$ cat src/design/ips_pkg.sv
// shared types and constants for the interval profiler slot table
`default_nettype none

package ips_pkg;

    localparam int STAMP_W = 48;
    localparam int COUNT_W = 32;
    localparam int SUM_W   = 64;

    // command codes
    localparam logic [1:0] CMD_START = 2'd0;
    localparam logic [1:0] CMD_STOP  = 2'd1;
    localparam logic [1:0] CMD_READ  = 2'd2;
    localparam logic [1:0] CMD_CLEAR = 2'd3;

    // status codes
    localparam logic [1:0] ST_OK       = 2'd0;
    localparam logic [1:0] ST_ABSENT   = 2'd1;
    localparam logic [1:0] ST_NO_START = 2'd2;
    localparam logic [1:0] ST_IGNORED  = 2'd3;

    typedef struct packed {
        logic [1:0]         cmd;
        logic [3:0]         slot;
        logic               skip;
        logic [STAMP_W-1:0] now;
    } item_t;

    typedef struct packed {
        logic [1:0]         status;
        logic [STAMP_W-1:0] elapsed;
        logic [COUNT_W-1:0] call_count;
        logic [SUM_W-1:0]   total_time;
        logic [STAMP_W-1:0] max_time;
        logic [STAMP_W-1:0] min_time;
        logic [COUNT_W-1:0] restart_count;
    } result_t;

    // per-slot record kept in the slot memory
    typedef struct packed {
        logic               running;
        logic [STAMP_W-1:0] stamp;
        logic [COUNT_W-1:0] calls;
        logic [SUM_W-1:0]   sum;
        logic [STAMP_W-1:0] tmax;
        logic [STAMP_W-1:0] tmin;
        logic [COUNT_W-1:0] restarts;
    } rec_t;

    // controller to datapath commands
    typedef struct packed {
        logic load;
        logic exec;
    } ctl_t;

endpackage

`default_nettype wire

$ cat src/design/interval_profiler_slots.sv
// top level of the interval profiler slot table
`default_nettype none
//
// usage:
// - a command transaction (start, stop, read, clear) is taken at a rising edge
//   with start high and busy low; the item carries cmd, slot, skip and now
// - every command gives exactly one result, shown on result for one cycle
//   with done high; the receiver cannot hold it off
// - timing: busy is high in the cycle after the accepting edge, done is
//   high in the cycle after that, and a new command can be taken once busy
//   is low again, already in the cycle in which done is high
// - the pace comes from the slot memory: the slot record is read at load,
//   then updated and written back at execute
// - config: enable is written by a cfg_valid/cfg_ready transaction (ready is
//   always high); write it only while the block is idle
// - reset: all slots absent, enable set to 1, no result pending; the record
//   memory itself is not cleared, records of absent slots are never used
module interval_profiler_slots #(
    parameter int SLOTS = 16
) (
    input  wire logic              clk,
    input  wire logic              rst_n,
    input  wire logic              start,
    output logic                   busy,
    input  wire ips_pkg::item_t    item,
    output logic                   done,
    output ips_pkg::result_t       result,
    input  wire logic              cfg_valid,
    output logic                   cfg_ready,
    input  wire logic              cfg_data
);

    ips_pkg::ctl_t ctl;

    // config writes always land at once
    assign cfg_ready = 1'b1;

    // sequencing: idle -> execute -> idle
    ips_ctrl u_ctrl (
        .clk   (clk),
        .rst_n (rst_n),
        .start (start),
        .busy  (busy),
        .done  (done),
        .ctl   (ctl)
    );

    // slot table, presence bits, statistics update
    ips_dpath #(
        .SLOTS (SLOTS)
    ) u_dpath (
        .clk      (clk),
        .rst_n    (rst_n),
        .ctl      (ctl),
        .item     (item),
        .cfg_we   (cfg_valid && cfg_ready),
        .cfg_data (cfg_data),
        .result   (result)
    );

    // a result is shown only once the block is free again
    assert property (@(posedge clk) disable iff (!rst_n) done |-> !busy)
        else $error("result strobe while busy");

    // an accepted command keeps the block busy for exactly one cycle
    assert property (@(posedge clk) disable iff (!rst_n) (start && !busy) |=> busy)
        else $error("accepted command did not raise busy");

    assert property (@(posedge clk) disable iff (!rst_n) busy |=> (!busy && done))
        else $error("execute did not finish with a result");

    // only a successful stop reports an elapsed time
    assert property (@(posedge clk) disable iff (!rst_n)
        (done && (result.status != ips_pkg::ST_OK)) |-> (result.elapsed == '0))
        else $error("elapsed time on a failed command");

endmodule

`default_nettype wire

$ cat src/design/ips_ctrl.sv
// controller for the interval profiler: load then execute, one transaction at a time
`default_nettype none

module ips_ctrl (
    input  wire logic        clk,
    input  wire logic        rst_n,
    input  wire logic        start,
    output logic             busy,
    output logic             done,
    output ips_pkg::ctl_t    ctl
);

    typedef enum logic [1:0] {
        S_IDLE = 2'b01,
        S_EXEC = 2'b10
    } state_t;

    state_t state_reg;
    state_t state_next;
    logic   done_reg;

    always_comb
    begin
        state_next = state_reg;
        ctl        = '0;
        unique case (state_reg)
            S_IDLE:
            begin
                if (start)
                begin
                    ctl.load   = 1'b1;
                    state_next = S_EXEC;
                end
            end
            S_EXEC:
            begin
                ctl.exec   = 1'b1;
                state_next = S_IDLE;
            end
            default:
            begin
                state_next = S_IDLE;
            end
        endcase
    end

    always_ff @(posedge clk or negedge rst_n)
    begin
        if (!rst_n)
        begin
            state_reg <= S_IDLE;
            done_reg  <= 1'b0;
        end
        else
        begin
            state_reg <= state_next;
            done_reg  <= ctl.exec;
        end
    end

    assign busy = (state_reg != S_IDLE);
    assign done = done_reg;

endmodule

`default_nettype wire

$ cat src/design/ips_dpath.sv
// datapath for the interval profiler: slot memory, presence bits and update logic
`default_nettype none

module ips_dpath #(
    parameter int SLOTS = 16
) (
    input  wire logic             clk,
    input  wire logic             rst_n,
    input  wire ips_pkg::ctl_t    ctl,
    input  wire ips_pkg::item_t   item,
    input  wire logic             cfg_we,
    input  wire logic             cfg_data,
    output ips_pkg::result_t      result
);

    localparam int SLOT_AW = (SLOTS > 1) ? $clog2(SLOTS) : 1;
    localparam int IW      = (SLOT_AW > 4) ? SLOT_AW : 4;

    ips_pkg::rec_t    mem [SLOTS];
    ips_pkg::rec_t    rd_reg;
    ips_pkg::item_t   item_reg;
    ips_pkg::result_t result_reg;
    logic [SLOTS-1:0] present_reg;
    logic             enable_reg;

    logic [IW-1:0]      in_wide;
    logic [IW-1:0]      q_wide;
    logic [SLOT_AW-1:0] in_idx;
    logic [SLOT_AW-1:0] q_idx;
    logic               slot_ok;
    logic               sel_ok;

    ips_pkg::rec_t    fresh;
    ips_pkg::rec_t    base;
    ips_pkg::rec_t    wrec;
    ips_pkg::result_t res;
    logic             we;
    logic             set_present;
    logic             clear_all;

    logic [ips_pkg::STAMP_W-1:0] et;
    logic [ips_pkg::SUM_W:0]     sum_wide;

    function automatic ips_pkg::result_t stats(input ips_pkg::rec_t r, input logic [1:0] st);
        ips_pkg::result_t o;
        o               = '0;
        o.status        = st;
        o.call_count    = r.calls;
        o.total_time    = r.sum;
        o.max_time      = r.tmax;
        o.min_time      = r.tmin;
        o.restart_count = r.restarts;
        return o;
    endfunction

    assign in_wide = IW'(item.slot);
    assign q_wide  = IW'(item_reg.slot);
    assign in_idx  = in_wide[SLOT_AW-1:0];
    assign q_idx   = q_wide[SLOT_AW-1:0];
    assign slot_ok = (32'(item_reg.slot) < 32'(SLOTS));
    assign sel_ok  = slot_ok && present_reg[q_idx];

    always_comb
    begin
        fresh         = '0;
        fresh.tmin    = '1;
        base          = sel_ok ? rd_reg : fresh;
        et            = item_reg.now - rd_reg.stamp;
        sum_wide      = {1'b0, rd_reg.sum} + (ips_pkg::SUM_W + 1)'(et);
        wrec          = base;
        res           = '0;
        we            = 1'b0;
        set_present   = 1'b0;
        clear_all     = 1'b0;
        unique case (item_reg.cmd) inside
            ips_pkg::CMD_CLEAR:
            begin
                clear_all = 1'b1;
            end
            ips_pkg::CMD_READ:
            begin
                if (sel_ok)
                    res = stats(rd_reg, ips_pkg::ST_OK);
                else
                    res.status = ips_pkg::ST_ABSENT;
            end
            ips_pkg::CMD_START, ips_pkg::CMD_STOP:
            begin
                if (!enable_reg || item_reg.skip)
                    res.status = ips_pkg::ST_IGNORED;
                else if (!slot_ok)
                    res.status = ips_pkg::ST_ABSENT;
                else if (item_reg.cmd == ips_pkg::CMD_START)
                begin
                    wrec.stamp   = item_reg.now;
                    if (base.running && (base.restarts != '1))
                        wrec.restarts = base.restarts + 1'b1;
                    wrec.running = 1'b1;
                    we           = 1'b1;
                    set_present  = 1'b1;
                    res          = stats(wrec, ips_pkg::ST_OK);
                end
                else if (!sel_ok)
                    res.status = ips_pkg::ST_ABSENT;
                else if (!rd_reg.running)
                    res = stats(rd_reg, ips_pkg::ST_NO_START);
                else
                begin
                    wrec.running = 1'b0;
                    if (rd_reg.calls != '1)
                        wrec.calls = rd_reg.calls + 1'b1;
                    if (et > rd_reg.tmax)
                        wrec.tmax = et;
                    if (et < rd_reg.tmin)
                        wrec.tmin = et;
                    // saturate the running total
                    if (sum_wide[ips_pkg::SUM_W])
                        wrec.sum = '1;
                    else
                        wrec.sum = sum_wide[ips_pkg::SUM_W-1:0];
                    we          = 1'b1;
                    res         = stats(wrec, ips_pkg::ST_OK);
                    res.elapsed = et;
                end
            end
            default:
            begin
                res = '0;
            end
        endcase
    end

    // slot memory: one read at load, at most one write at execute
    always_ff @(posedge clk)
    begin
        if (ctl.load)
            rd_reg <= mem[in_idx];
        if (ctl.exec && we)
            mem[q_idx] <= wrec;
    end

    always_ff @(posedge clk)
    begin
        if (ctl.load)
            item_reg <= item;
        if (ctl.exec)
            result_reg <= res;
    end

    always_ff @(posedge clk or negedge rst_n)
    begin
        if (!rst_n)
        begin
            present_reg <= '0;
            enable_reg  <= 1'b1;
        end
        else
        begin
            if (cfg_we)
                enable_reg <= cfg_data;
            if (ctl.exec && clear_all)
                present_reg <= '0;
            else if (ctl.exec && set_present)
                present_reg[q_idx] <= 1'b1;
        end
    end

    assign result = result_reg;

endmodule

`default_nettype wire

$ cat config.mk
export PLATFORM = sky130hd
export DESIGN_NAME = interval_profiler_slots
export DESIGN_NICKNAME = d
export VERILOG_FILES = /design/src/design/ips_pkg.sv /design/src/design/interval_profiler_slots.sv /design/src/design/ips_ctrl.sv /design/src/design/ips_dpath.sv
export SDC_FILE = /design/constraint.sdc
export NUM_CORES = 2
export LEC_CHECK = 0
export BUFFER_PORTS_ARGS = -buffer_cell sky130_fd_sc_hd__buf_4
export CAP_MARGIN = 0
export CORE_UTILIZATION = 30
export CTS_CLUSTER_DIAMETER = 200
export DETAILED_ROUTE_END_ITERATION = 10
export PLACE_DENSITY = 0.44
export RECOVER_POWER = 25
export SYNTH_ARGS = -nofsm -noshare
export SYNTH_HDL_FRONTEND = slang
export SYNTH_MEMORY_MAX_BITS = 65536
export SYNTH_SLANG_ARGS = --single-unit
$ cat constraint.sdc
create_clock -name clk -period 35.5 [get_ports clk]
set_clock_uncertainty 0.1 [all_clocks]
set_input_delay 7.1 -clock clk [delete_from_list [all_inputs] [get_ports clk]]
set_output_delay 7.1 -clock clk [all_outputs]
set_load 0.1 [all_outputs]
==> flow_summary.json <==
{
  "status": "complete, but fails checks",
  "violations": "DRC, capacitance limit, slew limit",
  "gp_congestion": 0.805,
  "worst_pin_slew_ps": 9070,
  "ys_async_sr_fraction": 0.00401,
  "dp_hpwl_mm": 385,
  "netlist_area_mm2": 0.200,
  "power.leakage_nw": 70.0,
  "grt_max_degree": 135,
  "cts_tree": "built",
  "numCtsBuffers": 565,
  "firstDrtPassIters": 9,
  "yosysWarnings": 0,
  "rows": 299,
  "cp.required_ps": 36090,
  "powerDensity_mw_per_mm2": 57.1,
  "synth-seq-area-share": 0.751,
  "syn_inst": 9776,
  "clock-sinks": 4990,
  "rsz0062_at_grt": "no",
  "dr.first_iter.drc_count": 11941,
  "clockBufferDepth": 4,
  "highest_layer": "met5",
  "wl_met1_mm": 279,
  "dieArea_mm2": 0.668,
  "layout_min_cycle_time_ps": 13270,
  "yosys.area.top_type": "edfxtp_1",
  "nets": 10843,
  "synthTopCellsByArea": "edfxtp_1 (75%), mux4_2 (15%), ha_1 (1.2%), nand2_1 (1.0%), a21oi_1 (0.90%)",
  "grt_pass1_wl_mm": 905,
  "antenna_found_initial": 86,
  "setup_viol": 0,
  "synth_nets": 10031,
  "hold_viol": 0,
  "synth.most_common_cell": "edfxtp_1",
  "die_h_um": 817,
  "grt-ovfl-total": 0,
  "core_area_mm2": 0.663,
  "ctsResizeCount": 0,
  "ys_types": 87,
  "synth_edf_count": 4970,
  "dp.cells": 18898,
  "io-pin-count": 337,
  "totalWireLength_mm": 663,
  "ant_nets": 0,
  "cp.arrival_ps": 13850,
  "drcViolationCount": 72,
  "largest_reg_flops": 4368,
  "initial_core_util": 0.301,
  "path_class": "flip-flop to flip-flop",
  "reg2reg_slack_ps": 22230,
  "clkTransAtPathRegs_ps": 60,
  "portBuffers": 335,
  "grt_pass1_vias": 107763,
  "power_mw": 13.3,
  "synth_top_area_frac": 0.748,
  "drt-wirelength-per-cell_um": 33.3,
  "post_dp_cell_area_mm2": 0.215,
  "slew_violations": 1402,
  "cts_root_buffer": "clkbuf_16",
  "fin_setup_tns_ps": 0,
  "max_freq_ghz": 0.0754,
  "hold_ws_ps": 398,
  "slew_headroom": -5.05,
  "seq_area_mm2": 0.150,
  "endpoint_kind": "flip-flop",
  "area_delta_synth_final_pct": 16.5,
  "multi_input_area_mm2": 0.0476,
  "postCtsSetupBuffers": 0,
  "h-tree-depth": 6,
  "synth_commonest_cells": "edfxtp_1 (4,970), mux4_2 (1,352), nand2_1 (538)",
  "vias_per_cell": 5.22,
  "met2WireLength_mm": 323,
  "floorplan.die.width_um": 817,
  "drv_cap": 36,
  "track_usage": 0.193,
  "route.vias.total": 104079,
  "worstPathMaxFanout": 74,
  "finalNonFillerCells": 19927,
  "fillCellCount": 61631,
  "ys.flop_type": "edfxtp_1",
  "syn_area_per_cell_um2": 20.4,
  "drive_above_1_share": 0.261,
  "synth_seq_cells": 4990,
  "fin_crit_sh": 0.374,
  "clkLatencyLatePin_ps": 1100,
  "wl_met3_mm": 41.2,
  "hold_class": "flip-flop to flip-flop",
  "design_area_mm2": 0.233,
  "cp-start-kind": "flip-flop",
  "cts_hold_buffers": 0,
  "ir_drop_mv": 0.0443
}
logic make-up (layout without fill, tap and decap cells):
family / count (synthesis) / after routing / share of synthesized area
flip-flops: 4990 / 4990 / 0.751
multiplexers: 1385 / 1385 / 0.154
AND/OR/NAND/NOR: 1264 / 1264 / 0.0290
AO/OA/AOI/OAI: 1110 / 1110 / 0.0349
buffers and inverters: 709 / 1956 / 0.0135
adder cells (fa/ha/maj): 195 / 195 / 0.0123
XOR/XNOR: 122 / 122 / 0.00536
other: 1 / 26 / 0.0000188
per-layer routing:
metal  vias up  global-route usage
met3       836              0.0283
li1      42294                   -
met2      3881               0.325
met4         2              0.0509
met5         -                   0
met1     57066               0.263
cells in the final DEF (no fill, tap or decap), types with 70 or more instances in the layout:
cell	count
o21ai_0	232
mux4_2	1352
edfxtp_1	4970
nand2_1	535
clkinv_1	124
clkbuf_1	214
a21oi_1	359
a21o_1	133
inv_1	199
nand3_1	95
buf_4	646
nor2_1	261
clkbuf_16	577
clkinv_2	70
ha_1	193
cell type report:
| class | count | share of cell area |
|---|---|---|
| antenna | 25 | 0.000269 |
| clock buffer | 707 | 0.0642 |
| clock inverter | 295 | 0.0118 |
| inverter | 202 | 0.00330 |
| multi-input combinational | 4077 | 0.205 |
| sequential | 4990 | 0.644 |
| tap | 8879 | 0.0478 |
| timing repair buffer | 752 | 0.0239 |
final timing paths:
kind	from	end	depth (start not counted)
setup / recovery	u_dpath.q_idx[3]$_DFFE_PP_	u_dpath.mem[13][35]$_DFFE_PP_	11
hold / removal	u_dpath.present_reg[3]$_DFFE_PN0P_	u_dpath.present_reg[3]$_DFFE_PN0P_	2
setup reg to reg	u_dpath.q_idx[3]$_DFFE_PP_	u_dpath.mem[13][35]$_DFFE_PP_	11
hold reg to reg	u_dpath.present_reg[3]$_DFFE_PN0P_	u_dpath.present_reg[3]$_DFFE_PN0P_	2
max in group asynchronous	rst_n	u_dpath.enable_reg$_DFFE_PN1P_	1
min in group asynchronous	rst_n	u_ctrl.done$_DFF_PN0_	1
power by group:
part / internal [mW] / switching, mW
logic: 0.310 / 0.799
clock network: 3.25 / 2.41
registers: 6.46 / 0.0483
worst max-delay path, stage by stage, from the launching register on:
cell and delay (ps):
edfxtp_1 810, mux4_2 340, mux2i_1 140, mux2i_4 160
clkbuf_1 1020, nand2_1 710, a211oi_1 660, nand3b_1 400
nor2_4 160, clkbuf_1 6010, buf_4 1310, buf_4 770
per-stage QoR:
stage | utilization | setup WS, ps
after floorplan | - | 13660
after global placement | 0.325 | 23010
after detailed placement | 0.325 | 22990
after CTS | 0.352 | 24180
after global routing | 0.351 | 21830
final | 0.351 | 22230
No activity file was read; power rests on OpenSTA's default activity.
